### src/pal_pkg.sv
// Shared types and constants for the positional array list core.
// Holds the command codes, status codes and the cell control struct.
// No dependencies.
`default_nettype none

package pal_pkg;

	// Default list capacity in entries.
	localparam int CAPACITY_DEF = 16;

	// Field widths fixed by the command and result formats.
	localparam int CMD_W    = 2;
	localparam int POS_W    = 8;
	localparam int DATA_W   = 32;
	localparam int STATUS_W = 2;
	localparam int COUNT_W  = 5;

	// Command codes.
	typedef enum logic [CMD_W-1:0] {
		CMD_READ   = 2'd0,
		CMD_INSERT = 2'd1,
		CMD_DELETE = 2'd2,
		CMD_WRITE  = 2'd3
	} cmd_t;

	// Status codes.
	localparam logic [STATUS_W-1:0] ST_OK     = 2'd0;
	localparam logic [STATUS_W-1:0] ST_EMPTY  = 2'd1;
	localparam logic [STATUS_W-1:0] ST_FULL   = 2'd2;
	localparam logic [STATUS_W-1:0] ST_BADPOS = 2'd3;

	// Control broadcast to every cell of the row.
	typedef struct packed {
		logic             ins;   // shift up from the target cell, load value there
		logic             del;   // shift down from the target cell
		logic             wr;    // overwrite the target cell
		logic [POS_W-1:0] idx;   // 0-based target index
	} ctrl_t;

endpackage

`default_nettype wire

### src/pal_ctrl.sv
// Command decoder for the positional array list core.
// Checks a command against the current length and drives the cell control.
// Depends on pal_pkg.
`default_nettype none

module pal_ctrl #(
	parameter int CAPACITY = pal_pkg::CAPACITY_DEF,
	parameter int LEN_W    = $clog2(CAPACITY + 1)
) (
	input  wire logic                           accept,
	input  wire logic [pal_pkg::CMD_W-1:0]      cmd,
	input  wire logic [pal_pkg::POS_W-1:0]      position,
	input  wire logic [LEN_W-1:0]               len,
	output pal_pkg::ctrl_t                      ctrl,
	output logic      [pal_pkg::STATUS_W-1:0]   status,
	output logic                                rd_data,
	output logic      [LEN_W-1:0]               len_next
);

	localparam logic [pal_pkg::POS_W:0] CAP_X = (pal_pkg::POS_W + 1)'(CAPACITY);

	logic [pal_pkg::POS_W:0] len_x;
	logic [pal_pkg::POS_W:0] pos_x;
	logic                    pos_zero;
	logic                    ok;
	pal_pkg::cmd_t           op;

	assign len_x    = (pal_pkg::POS_W + 1)'(len);
	assign pos_x    = {1'b0, position};
	assign pos_zero = (position == '0);
	assign op       = pal_pkg::cmd_t'(cmd);

	// Status check; full takes precedence over position for inserts.
	always_comb begin
		unique case (op)
			pal_pkg::CMD_READ, pal_pkg::CMD_DELETE: begin
				if (len == '0)
					status = pal_pkg::ST_EMPTY;
				else if (pos_zero || pos_x > len_x)
					status = pal_pkg::ST_BADPOS;
				else
					status = pal_pkg::ST_OK;
			end
			pal_pkg::CMD_INSERT: begin
				if (len_x >= CAP_X)
					status = pal_pkg::ST_FULL;
				else if (pos_zero || pos_x > len_x + 1'b1)
					status = pal_pkg::ST_BADPOS;
				else
					status = pal_pkg::ST_OK;
			end
			pal_pkg::CMD_WRITE: begin
				if (pos_zero || pos_x > len_x)
					status = pal_pkg::ST_BADPOS;
				else
					status = pal_pkg::ST_OK;
			end
			default: status = pal_pkg::ST_BADPOS;
		endcase
	end

	assign ok = accept && (status == pal_pkg::ST_OK);

	// Cell control is only asserted for a successful command.
	assign ctrl.ins = ok && (op == pal_pkg::CMD_INSERT);
	assign ctrl.del = ok && (op == pal_pkg::CMD_DELETE);
	assign ctrl.wr  = ok && (op == pal_pkg::CMD_WRITE);
	assign ctrl.idx = position - 1'b1;

	// Data is returned for successful reads and deletes.
	assign rd_data = (status == pal_pkg::ST_OK) &&
		(op == pal_pkg::CMD_READ || op == pal_pkg::CMD_DELETE);

	// Length after this command.
	always_comb begin
		if (ctrl.ins)
			len_next = len + 1'b1;
		else if (ctrl.del)
			len_next = len - 1'b1;
		else
			len_next = len;
	end

endmodule

`default_nettype wire

### src/pal_cell.sv
// One storage cell of the positional array list core.
// Holds one entry, shifts with its neighbors and feeds the read chain.
// Depends on pal_pkg.
`default_nettype none

module pal_cell #(
	parameter int IDX = 0
) (
	input  wire logic                          clk,
	input  wire pal_pkg::ctrl_t                ctrl,
	input  wire logic [pal_pkg::DATA_W-1:0]    value,
	input  wire logic [pal_pkg::DATA_W-1:0]    from_left,
	input  wire logic [pal_pkg::DATA_W-1:0]    from_right,
	input  wire logic [pal_pkg::DATA_W-1:0]    chain_in,
	output logic      [pal_pkg::DATA_W-1:0]    entry,
	output logic      [pal_pkg::DATA_W-1:0]    chain_out
);

	localparam logic [pal_pkg::POS_W-1:0] MY_IDX = pal_pkg::POS_W'(IDX);

	logic [pal_pkg::DATA_W-1:0] entry_q;
	logic                       hit;
	logic                       above;

	assign hit   = (ctrl.idx == MY_IDX);
	assign above = (MY_IDX > ctrl.idx);

	// Entry update: load, shift up from the left, or shift down from the right.
	always_ff @(posedge clk) begin
		if (ctrl.ins) begin
			if (hit)
				entry_q <= value;
			else if (above)
				entry_q <= from_left;
		end else if (ctrl.del) begin
			if (hit || above)
				entry_q <= from_right;
		end else if (ctrl.wr && hit) begin
			entry_q <= value;
		end
	end

	assign entry = entry_q;

	// Read chain: the addressed cell ORs its entry into the passing word.
	assign chain_out = chain_in | (hit ? entry_q : '0);

endmodule

`default_nettype wire

### src/positional_array_list_core.sv
// Positional array list core: a bounded ordered list held in a row of cells.
// Latency: a command accepted at one edge has its result strobed on done in
// the following cycle. Throughput: one command per cycle, busy stays low.
// Every cell compares its index with the position, so all entries shift at once.
// Reset clears the length and the result strobe; entry contents are not reset.
// The receiver cannot stall: done is high for one cycle per accepted command.
`default_nettype none

module positional_array_list_core #(
	parameter int CAPACITY = pal_pkg::CAPACITY_DEF
) (
	input  wire logic                                 clk,
	input  wire logic                                 arst_n,
	input  wire logic                                 start,
	output logic                                      busy,
	input  wire logic        [pal_pkg::CMD_W-1:0]     cmd,
	input  wire logic        [pal_pkg::POS_W-1:0]     position,
	input  wire logic signed [pal_pkg::DATA_W-1:0]    value,
	output logic                                      done,
	output logic             [pal_pkg::STATUS_W-1:0]  status,
	output logic signed      [pal_pkg::DATA_W-1:0]    data,
	output logic             [pal_pkg::COUNT_W-1:0]   count
);

	localparam int LEN_W = $clog2(CAPACITY + 1);

	logic                             accept;
	pal_pkg::ctrl_t                   ctrl;
	logic [pal_pkg::STATUS_W-1:0]     status_c;
	logic                             rd_data;
	logic [LEN_W-1:0]                 len_q;
	logic [LEN_W-1:0]                 len_next;
	logic [LEN_W+pal_pkg::COUNT_W-1:0] len_ext;
	logic [pal_pkg::DATA_W-1:0]       ent   [CAPACITY];
	logic [pal_pkg::DATA_W-1:0]       chain [CAPACITY+1];
	logic                             done_q;
	logic [pal_pkg::STATUS_W-1:0]     status_q;
	logic [pal_pkg::DATA_W-1:0]       data_q;
	logic [pal_pkg::COUNT_W-1:0]      count_q;

	// The core never stalls: busy is tied low.
	assign busy   = 1'b0;
	assign accept = start && !busy;

	pal_ctrl #(
		.CAPACITY (CAPACITY),
		.LEN_W    (LEN_W)
	) u_ctrl (
		.accept   (accept),
		.cmd      (cmd),
		.position (position),
		.len      (len_q),
		.ctrl     (ctrl),
		.status   (status_c),
		.rd_data  (rd_data),
		.len_next (len_next)
	);

	// Row of cells; the end cells take their own entry where no neighbor exists.
	assign chain[0] = '0;

	for (genvar k = 0; k < CAPACITY; k++) begin : g_cell
		logic [pal_pkg::DATA_W-1:0] left_w;
		logic [pal_pkg::DATA_W-1:0] right_w;

		if (k == 0) begin : g_first
			assign left_w = ent[k];
		end else begin : g_mid_l
			assign left_w = ent[k-1];
		end

		if (k == CAPACITY - 1) begin : g_last
			assign right_w = ent[k];
		end else begin : g_mid_r
			assign right_w = ent[k+1];
		end

		pal_cell #(
			.IDX (k)
		) u_cell (
			.clk        (clk),
			.ctrl       (ctrl),
			.value      (value),
			.from_left  (left_w),
			.from_right (right_w),
			.chain_in   (chain[k]),
			.entry      (ent[k]),
			.chain_out  (chain[k+1])
		);
	end

	// Length register.
	always_ff @(posedge clk or negedge arst_n) begin
		if (!arst_n)
			len_q <= '0;
		else if (accept)
			len_q <= len_next;
	end

	assign len_ext = {{pal_pkg::COUNT_W{1'b0}}, len_next};

	// Result register; one beat per accepted command.
	always_ff @(posedge clk or negedge arst_n) begin
		if (!arst_n)
			done_q <= 1'b0;
		else
			done_q <= accept;
	end

	always_ff @(posedge clk) begin
		if (accept) begin
			status_q <= status_c;
			data_q   <= rd_data ? chain[CAPACITY] : '0;
			count_q  <= len_ext[pal_pkg::COUNT_W-1:0];
		end
	end

	assign done   = done_q;
	assign status = status_q;
	assign data   = data_q;
	assign count  = count_q;

	// Every accepted command yields a result beat in the next cycle.
	a_beat: assert property (@(posedge clk) disable iff (!arst_n)
		accept |=> done)
		else $error("missing result beat");

	// The length never exceeds the capacity.
	a_len_bound: assert property (@(posedge clk) disable iff (!arst_n)
		(LEN_W + 1)'(len_q) <= (LEN_W + 1)'(CAPACITY))
		else $error("length above capacity");

	// A full report means the list is still at capacity.
	a_full: assert property (@(posedge clk) disable iff (!arst_n)
		(done && status == pal_pkg::ST_FULL) |->
		((LEN_W + 1)'(len_q) == (LEN_W + 1)'(CAPACITY)))
		else $error("full status with list not full");

	// A failed command leaves the length unchanged.
	a_err_len: assert property (@(posedge clk) disable iff (!arst_n)
		(accept && status_c != pal_pkg::ST_OK) |=> (len_q == $past(len_q)))
		else $error("length changed on failed command");

endmodule

`default_nettype wire

### config.mk
export PLATFORM = sky130hd
export DESIGN_NAME = positional_array_list_core
export DESIGN_NICKNAME = d
export VERILOG_FILES = /design/src/pal_pkg.sv /design/src/pal_ctrl.sv /design/src/pal_cell.sv /design/src/positional_array_list_core.sv
export SDC_FILE = /design/constraint.sdc
export NUM_CORES = 1
export LEC_CHECK = 0
export BUFFER_PORTS_ARGS = -buffer_cell sky130_fd_sc_hd__buf_2
export CAP_MARGIN = 5
export CORE_AREA = 10 10 360 362
export CTS_BUF_LIST = sky130_fd_sc_hd__clkbuf_4
export DETAILED_ROUTE_END_ITERATION = 8
export DIE_AREA = 0 0 370 372
export PLACE_DENSITY = 0.41
export SLEW_MARGIN = 20
export SYNTH_ARGS = -nofsm -noshare
export SYNTH_HDL_FRONTEND = slang
export SYNTH_SLANG_ARGS = --single-unit
### constraint.sdc
create_clock -name clk -period 5.83 [get_ports clk]
set_input_delay 1.166 -clock clk [delete_from_list [all_inputs] [get_ports clk]]
set_output_delay 1.166 -clock clk [all_outputs]
set_load 0.01 [all_outputs]
=== Word-level counts from Yosys, hierarchy flattened ===
Index checks and enable logic that the tools add are counted.

* Flip-flop bits (word level): 557
* Output and inout bits: 41
* Logic and storage cells: 303

* $add $sub $neg: 4
* $lt $le $gt $ge: 19
* Equality and inequality tests: 50
* Mux-type cells: 117
* Bitwise logic cells: 15
* Reductions and logical operators: 77

{| class="wikitable"
|+ Operators with widths
! kind !! number
|-
| 32-bit two-way mux || 110
|-
| 32-bit bitwise OR || 15
|-
| 3-bit by 1-bit inequality test with 1-bit output (second input constant) || 30
|-
| 8-bit by 4-bit == test with 1-bit output (second input constant) || 8
|-
| 4-bit by 8-bit > comparator with 1-bit output (first input constant) || 8
|-
| 3-bit AND reduction || 16
|-
| 3-bit nonzero test || 15
|-
| 8-bit by 3-bit == test with 1-bit output (second input constant) || 4
|-
| 3-bit by 8-bit > comparator with 1-bit output (first input constant) || 4
|-
| 1-bit logical AND || 21
|-
| 1-bit logical OR || 18
|-
| 8-bit by 2-bit == test with 1-bit output (second input constant) || 2
|-
| 1-bit by 8-bit > comparator with 1-bit output (first input constant) || 2
|-
| 2-bit by 8-bit > comparator with 1-bit output (first input constant) || 2
|-
| 8-bit zero test || 2
|-
| 5-bit two-way mux || 2
|-
| 8-bit by 9-bit > comparator with 1-bit output || 1
|-
| 8-bit by 1-bit == test with 1-bit output (second input constant) || 1
|-
| 8-bit by 5-bit > comparator with 1-bit output || 1
|-
| 2-bit two-way mux || 4
|-
| 8-bit by 1-bit subtractor with 8-bit output (second input constant) || 1
|-
| 5-bit by 1-bit adder with 6-bit output (second input constant) || 1
|-
| 2-bit case mux with 3 select lines || 1
|-
| 5-bit by 1-bit adder with 5-bit output (second input constant) || 1
|-
| other kinds (9) || 12
|}

=== Logic depth before layout (Yosys ltp) ===
Gate-level depths: netlist of run 1.

* Depth in word-level cells: 18
* Gate-level depth with buffers: 14
* Depth with buffers taken out: 11

=== Cells and area by module ===
Synthesis of run 1 repeated with hierarchy kept, for this count alone.

* Cells, all modules: 4019
* Area total of the unflattened synthesis: 40684.0 um^2

{| class="wikitable"
|+ Modules (own cells, without submodules)
! module !! times used !! cells an instance !! area each (um^2) !! sequential area each (um^2)
|-
| pal_cell at g_cell[1].u_cell || 1 || 293 || 2615.0 || 960.9
|-
| pal_cell at g_cell[7].u_cell || 1 || 269 || 2523.7 || 960.9
|-
| pal_cell at g_cell[0].u_cell || 1 || 231 || 2463.6 || 960.9
|-
| pal_cell at g_cell[6].u_cell || 1 || 235 || 2462.4 || 960.9
|-
| pal_cell at g_cell[5].u_cell || 1 || 234 || 2461.1 || 960.9
|-
| pal_cell at g_cell[2].u_cell || 1 || 233 || 2442.3 || 960.9
|-
| pal_cell at g_cell[8].u_cell || 1 || 233 || 2427.3 || 960.9
|-
| pal_cell at g_cell[12].u_cell || 1 || 235 || 2411.1 || 960.9
|-
| pal_cell at g_cell[4].u_cell || 1 || 235 || 2369.8 || 960.9
|-
| pal_cell at g_cell[10].u_cell || 1 || 236 || 2338.5 || 960.9
|-
| pal_cell at g_cell[3].u_cell || 1 || 233 || 2331.0 || 960.9
|-
| pal_cell at g_cell[11].u_cell || 1 || 234 || 2324.7 || 960.9
|-
| pal_cell at g_cell[9].u_cell || 1 || 235 || 2322.2 || 960.9
|-
| pal_cell at g_cell[14].u_cell || 1 || 234 || 2297.2 || 960.9
|-
| 4 more rows || -- || -- || -- || --
|}

=== Least setup slack after synthesis of run 1 ===
OpenSTA, ideal clock, no wires.

* Kind: input to register
* Start point: in position[1] (netlist bit)
* End point: reg g_cell[9].u_cell.entry_q (netlist bit g_cell[9].u_cell.entry[0]), enable pin
* Library setup time: 502 ps
* Arrival time: 5929 ps
* Required time: 5328 ps
* Path slack: -601 ps
* Stages: 8
* Path buffers: 0
* Path through: ha_1 -> nor2b_1 -> o21a_1 -> o21ai_0 -> a221oi_1 -> nor4_1 -> a21oi_1 -> nor4_1

* Longest elaborated chain between the ends: 11

{| class="wikitable"
|+ Ends and longest elaborated chain
! what !! line !! RTL
|-
| start: declaration || positional_array_list_core.sv:17 || <nowiki>input wire logic [pal_pkg::POS_W-1:0] position,</nowiki>
|-
| 8-bit by 9-bit > comparator with 1-bit output, or another cell as far along || pal_ctrl.sv:47 || <nowiki>else if (pos_zero || pos_x > len_x + 1'b1)</nowiki>
|-
| 1-bit logical OR (on tied branches) || pal_ctrl.sv:47, pal_ctrl.sv:39, pal_ctrl.sv:53 ||
|-
| 2-bit two-way mux (on tied branches) || pal_ctrl.sv:47, pal_ctrl.sv:39, pal_ctrl.sv:53 ||
|-
| 2-bit two-way mux (on tied branches) || pal_ctrl.sv:45, pal_ctrl.sv:37 ||
|-
| 2-bit case mux with 3 select lines || pal_ctrl.sv:35 || <nowiki>unique case (op)</nowiki>
|-
| 2-bit zero test || pal_ctrl.sv:62 || <nowiki>assign ok = accept && (status == pal_pkg::ST_OK);</nowiki>
|-
| 1-bit logical AND || pal_ctrl.sv:62 ||
|-
| 1-bit logical AND || pal_ctrl.sv:67 || <nowiki>assign ctrl.wr = ok && (op == pal_pkg::CMD_WRITE);</nowiki>
|-
| 1-bit logical AND || pal_cell.sv:38 || <nowiki>end else if (ctrl.wr && hit) begin</nowiki>
|-
| 3-bit nonzero test (no line) || -- ||
|-
| 3-bit AND reduction (no line) (*) || -- ||
|-
| end signal: assignment || pal_cell.sv:34 || <nowiki>entry_q <= from_left;</nowiki>
|-
| end signal: assignment || pal_cell.sv:37 || <nowiki>entry_q <= from_right;</nowiki>
|-
| end signal: assignment || pal_cell.sv:39 || <nowiki>entry_q <= value;</nowiki>
|-
| end: declaration || pal_cell.sv:21 || <nowiki>logic [pal_pkg::DATA_W-1:0] entry_q;</nowiki>
|}

Every way passes the cells marked *; elsewhere a longest branch is shown, timed or not.
A chain may end at the register's enable or synchronous reset.

=== Final worst setup path of run 1 ===
* Start point: in position[0] (netlist bit)
* End point: reg g_cell[5].u_cell.entry_q (netlist bit g_cell[5].u_cell.entry[16]), enable pin

* Longest elaborated chain between the ends: 11

{| class="wikitable"
|+ Ends and longest elaborated chain
! what !! line
|-
| 8-bit by 9-bit > comparator with 1-bit output, or another cell as far along || pal_ctrl.sv:47
|-
| 1-bit logical OR (on tied branches) || pal_ctrl.sv:47, pal_ctrl.sv:39, pal_ctrl.sv:53
|-
| 2-bit two-way mux (on tied branches) || pal_ctrl.sv:47, pal_ctrl.sv:39, pal_ctrl.sv:53
|-
| 2-bit two-way mux (on tied branches) || pal_ctrl.sv:45, pal_ctrl.sv:37
|-
| 2-bit case mux with 3 select lines || pal_ctrl.sv:35
|-
| 2-bit zero test || pal_ctrl.sv:62
|-
| 1-bit logical AND || pal_ctrl.sv:62
|-
| 1-bit logical AND || pal_ctrl.sv:67
|-
| 1-bit logical AND || pal_cell.sv:38
|-
| 3-bit nonzero test (no line) || --
|-
| 3-bit AND reduction (no line) (*) || --
|-
| end signal: assignment || pal_cell.sv:34
|-
| end signal: assignment || pal_cell.sv:37
|-
| end signal: assignment || pal_cell.sv:39
|-
| end: declaration || pal_cell.sv:21
|}

Marks and branches as above.

==> flow_summary.ini, run 1 <==
[logic_synthesis]
synth-simple-area-share_pct = 4.69
netlist_instances = 2674
synth_fa_ha_area_share_pct = 0.701
synth.top_cell.area_share_pct = 54.5
yosysSeqAreaShare_pct = 55.0
syn_area_um2 = 30400
muxShareOfSynthArea_pct = 2.93
yosysWarnings = 0
syn-num-nets = 2736
synth_edf_count = 551
synth_largest_area_cell = edfxtp_1
synthArstFlopShare_pct = 1.08
yosys-top-cells-area = edfxtp_1, a22oi_1, o21ai_0, a32oi_1, clkbuf_1
synth_cell_types = 89
avgSynthCellArea_um2 = 11.4
synth_xor_area_share_pct = 0.317
synth_commonest_cells = edfxtp_1, o21ai_0, a22oi_1
yosysMostFrequentCell = edfxtp_1
synth_compound_area_share_pct = 31.4
ys_ff_latch = 557
synth_flop_cell = edfxtp_1
synth_top_family_by_area = compound AO/OA/AOI/OAI gates

[power]
pwr-share-comb_pct = 9.4
power_density_nw_per_um2 = 258
p_int_uw = 6680
switching_share_pct = 27.6
clkPwrFrac_pct = 42.2
pwr-share-seq_pct = 48.3
p_sw_uw = 2540
p_leak_uw = 0.0106
peakVddDrop_mv = 0.148
finalPower_uw = 9220

[flow_run]
maxCapViolations = 0

[setup_path]
cp_cell_sequence = buf_2, inv_1, ha_2, buf_4, nor2b_2, a31oi_4, nor2_1, nand2_1, a211oi_4, buf_4
path_buf_inv = 4
end_kind = flop
cp_max_fo = 19
worstRegToRegCells = 12
cpLargestDelayFamily = simple AND/OR/NAND/NOR gates
crit_path_max_incr_delay_ns = 0.70
cpMostUsedCell = buf_4
crit_type = in -> reg
cp.depth = 10
cp_data_arrival_time_ns = 5.12
start_kind = input port
crit_path_top_delay_cell = nor2_1
cp.required_ns = 6.49

[layout]
drive_gt1_share_pct = 22.5
multi_input_area_um2 = 12700
area_delta_synth_final_pct = 17.8
nets = 2879
regArea_um2 = 16700
fillers = 12800

[placement]
pre_cts_ws_ns = 0.503
dpl.hpwl_mm = 106
portBuffers = 84
place.gp.congestion = 0.920

[global_route]
grt_max_degree = 146
first_global_vias = 27700
grt_util_all_layers_pct = 23.4
antenna_found_initial = 15
overflow = 0
grt_pass1_wl_mm = 229

[timing]
setup_violations = 0
fmax_mhz = 224
fin_crit_sh_pct = 76.4
fin_worst_skew_ns = 0.0807
fin_crit_ns = 4.46
rsz0062_at_grt = no
tightest_slew_ns = 1.27
fin_ws_ns = 1.37
slew_violations = 0
relSlewSlack_pct = 15.4
hold_viol = 0

[clock_network]
cts_tree = yes
worstSkewPairLatency_ns = 1.09
post_cts_resized = 0
cts_max_level = 4
clock_path_buffers = 3
clk_pin_slew_ns = 0.06
clock_sinks = 557
numCtsBuffers = 170
cts_root_buffer = clkbuf_4

[detailed_routing]
drc = 0
postRouteAntennaNets = 0
drt_iter0_markers = 4594
viasPerCell = 6.30
dr.pass1.iters = 8
num_vias = 28900
wirelength_mm = 167
wire_per_inst_um = 36.5

[die]
die_h_um = 372
core_um2 = 123000
die_x_um = 370
initial_core_util_pct = 24.7
ioPinCount = 86
die-area_um2 = 138000
rows = 129

[min_path]
min_path_cells = 2
hold_class = in -> reg

[status]
status = complete, no violations
[metrics by stage]
stage / cells / hold slack [ns] / setup TNS (ns) / instance area [um2] / util (%)
after floorplan: 2674 / 0.533 / -2.89 / 30400 / -
after global placement: 4281 / 0.558 / 0 / 33600 / 27.4
after detailed placement: 4281 / 0.567 / 0 / 33600 / 27.4
after CTS: 4577 / 0.233 / 0 / 35800 / 29.1
after global routing: 4581 / 0.306 / 0 / 35800 / 29.2
final: 4584 / 0.398 / 0 / 35800 / 29.2
[sequential cells by signal (all words and copies together) (netlist names)]
name	count
g_cell.u_cell.entry	512
data	32
count	5
len_q	5
status	2
done	1
[power groups by stage]
stage	clock network [uW]	logic [uW]	registers [uW]
6_report	3900	870	4460
5_1_grt	4210	912	4460
4_1_cts	4000	846	4460
3_5_place_dp	0	843	4540
3_3_place_gp	0	828	4540
2_1_floorplan	0	475	4540
[layer usage]
layer	share of wire, %	GRT usage (%)	vias up
met5	0.065	0	-
met4	5.3	11.7	14
met3	12	6.62	515
met2	43	34.5	2312
met1	40	31.0	14600
li1	-	-	11500
[timing repair]
action	in CTS	in global routing
hold buffers	1	0
endpoints found under the hold margin	6	0
endpoints found under the setup margin	0	0
setup buffers	0	0
[cell type report]
type | count | area share [%]
antenna | 7 | 0.0490
inverter | 45 | 0.472
sequential | 557 | 46.7
clock inverter | 48 | 0.665
tap | 1637 | 5.73
multi-input combinational | 1773 | 35.4
clock buffer | 247 | 5.18
timing repair buffer | 270 | 5.79
[logic make-up after synthesis]
group           Yosys count
compound gates         1387
xor+xnor                 11
fa+ha+maj                17
buf+inv                 344
flops                   557
mux                      81
other cells               1
simple gates            276
[cell usage in the layout (no fill, tap or decap), types with 15 or more instances in the layout]
cell type and n:
mux2i_1 35, a31oi_1 43, clkbuf_4 247, clkinv_1 35, edfxtp_1 551, nand2_1 90
o32a_1 17, nor2_1 38, nand3_1 43, nor3_1 16, o21ai_0 463, and3_1 15
buf_2 84, buf_12 20, mux2_2 31, o22ai_1 22, inv_1 44, a32oi_1 169
a22o_1 59, a21oi_1 42, o21a_1 16, buf_4 165, a221oi_1 44, o21ai_1 35
a22oi_1 360
[path summary, 6_finish.rpt]
path | slack (ns) | start | end
worst max-delay path | 1.37 | position[0] | g_cell[5].u_cell.entry[16]
worst min-delay path | 0.40 | value[26] | g_cell[15].u_cell.entry[26]
worst max register to register | 1.39 | len_q[2] | g_cell[10].u_cell.entry[13]
worst min register to register | 0.54 | g_cell[3].u_cell.entry[12] | g_cell[2].u_cell.entry[12]
max in group asynchronous | 5.21 | arst_n | done
min in group asynchronous | 0.45 | arst_n | len_q[3]
[worst reg2reg max path, cell delays in order, from the launching register on]
cell and delay (ns):
dfrtp_1 0.50, inv_1 0.11, nor3_1 0.45, nand3_1 0.14, ha_1 0.31, nand3_1 0.08, o21bai_1 0.18, a21oi_2 0.35
buf_4 0.40, nor3_1 0.16, a21oi_4 0.92, buf_4 0.40, o21ai_0 0.12
Note: power is estimated with default switching activity, not from simulation.
==> run 2, diff against run 1 <==
Clock period 5.83 ns to 3.75 ns, I/O delays scaled along.
==> run 2 against run 1 <==
Effect of this change: hold slack worse by 0.20 ns; register-to-register slack lost 1.3 ns; sequential cell count unchanged; utilization up 1.7 points; clock power is 54% higher; sequential power grew 55%; die area unchanged; power up 57%; critical path depth rose by 3; largest power group unchanged; worst setup slack lost 1.2 ns.
==> flow_summary.ini, run 2 (synthesis results as in run 1) <==
[status]
status = complete, no violations

[global_route]
grtUsageMet2_pct = 35.7
grt_max_degree = 145
met3_usage_pct = 6.53
grt_pass1_wl_mm = 231
first_global_vias = 28500
met1_usage_pct = 30.2
grt_util_all_layers_pct = 23.6
top_usage_layer = met2
overflow = 0
antenna_found_initial = 6

[clock_network]
numCtsBuffers = 162
cts_max_level = 4
clk_pin_slew_ns = 0.07
clock_sinks = 557
clock_path_buffers = 3
cts_tree = yes
cts_root_buffer = clkbuf_4
worstSkewPairLatency_ns = 1.14

[power]
power_density_nw_per_um2 = 382
peakVddDrop_mv = 0.265
p_leak_uw = 0.0115

[detailed_routing]
wire_per_inst_um = 35.7
wirelength_mm = 168
num_vias = 29400
dr.pass1.iters = 9
postRouteAntennaNets = 0
drt_iter0_markers = 4479
drc = 0
viasPerCell = 6.24

[min_path]
hold_class = in -> reg
min_path_cells = 3

[timing]
whs_ns = 0.198
slew_violations = 0
fin_crit_ns = 3.63
fmax_mhz = 276
fin_worst_skew_ns = 0.0832
setup_violations = 0
tightest_slew_ns = 0.992
fin_crit_sh_pct = 96.7
relSlewSlack_pct = 33.8
rsz0062_at_grt = no
fin_ws_ns = 0.124
hold_viol = 0

[layout]
final_cell_mix = edfxtp_1, o21ai_0, a22oi_1, clkbuf_4, buf_4
final_common_cell = edfxtp_1
nets = 3015
area_delta_synth_final_pct = 24.7
largest_register_ffs = 512
stdcell_count = 4714
drive_gt1_share_pct = 24.7
design_area_um2 = 37800

[setup_path]
cp.depth = 13
cp_data_arrival_time_ns = 4.55
start_kind = flop
cp_max_fo = 22
crit_path_max_incr_delay_ns = 0.80
crit_path_top_delay_cell = nor3_4
cpLargestDelayFamily = simple AND/OR/NAND/NOR gates
end_kind = flop
path_buf_inv = 4
crit_type = reg -> reg
worstRegToRegCells = 13
cp_cell_sequence = inv_1, ha_1, inv_1, ha_1, nor2b_1, o21a_1, o21bai_1, a21oi_2, buf_4, nor3_4, buf_12, a22oi_1, o21ai_0
cp.required_ns = 4.68

[die]
core_um2 = 123000
ioPinCount = 86
die_x_um = 370
die-area_um2 = 138000
rows = 129
die_h_um = 372
initial_core_util_pct = 24.7

[placement]
portBuffers = 84
dpl_cell_area_um2 = 35300
place.gp.congestion = 0.935
pre_cts_ws_ns = -0.173
dp_cells = 4381
dpl.hpwl_mm = 107

[flow_run]
maxCapViolations = 0
==> run 2: worst paths after layout <==
path                                            from                           to  slack, ns
min in group asynchronous                     arst_n                     len_q[0]       0.59
hold reg to reg            g_cell[7].u_cell.entry[8]    g_cell[8].u_cell.entry[8]       0.57
setup reg to reg                            len_q[0]  g_cell[12].u_cell.entry[20]       0.12
max in group asynchronous                     arst_n                         done       2.87
hold / removal                             value[31]   g_cell[0].u_cell.entry[31]       0.20
setup / recovery                            len_q[0]  g_cell[12].u_cell.entry[20]       0.12
==> run 2: final cells by class <==
cell class	instances	area, um2
Fill cell	12600	84800
Sequential cell	557	16700
Multi-Input combinational cell	1773	12700
Timing Repair Buffer	414	4180
Tap cell	1637	2050
Clock buffer	237	1780
Clock inverter	43	251
Inverter	45	169
Antenna cell	8	20.0
==> run 2: worst min-delay path, stage by stage <==
cell,delay [ns]
buf_2,0.24
nand2_1,0.11
nand2_1,0.05
==> run 2: power by group <==
group	total, uW	internal, uW	leakage [uW]	switching (uW)
Clock	6020	3080	0.00121	2940
Sequential	6920	6900	0.00508	25.5
Combinational	1500	532	0.00520	970
Total	14400	10500	0.0115	3930
==> run 2: metal layers <==
metal  part of all wire, %  wire, um  up-vias
met4                   6.1     10200        2
met2                    44     73400     2326
met5                0.0053         9        -
met3                    11     19100      572
li1                      -         -    11700
met1                    39     65600    14800
==> run 2: per-stage QoR <==
stage / TNS (ns) / total power (uW) / utilization (%)
global placement: -1.43 / 8460 / 28.8
finish: 0 / 14400 / 30.8
detailed placement: -1.75 / 8490 / 28.8
CTS: 0 / 14600 / 30.7
global route: 0 / 15000 / 30.8
floorplan: -5.86 / 7810 / -
==> run 2: repair_timing <==
item	4_1_cts	5_1_grt
buffers inserted	0	8
hold buffers	36	0
hold endpoints to repair	39	0
gates resized for setup	0	2
endpoints found under the setup margin	0	365
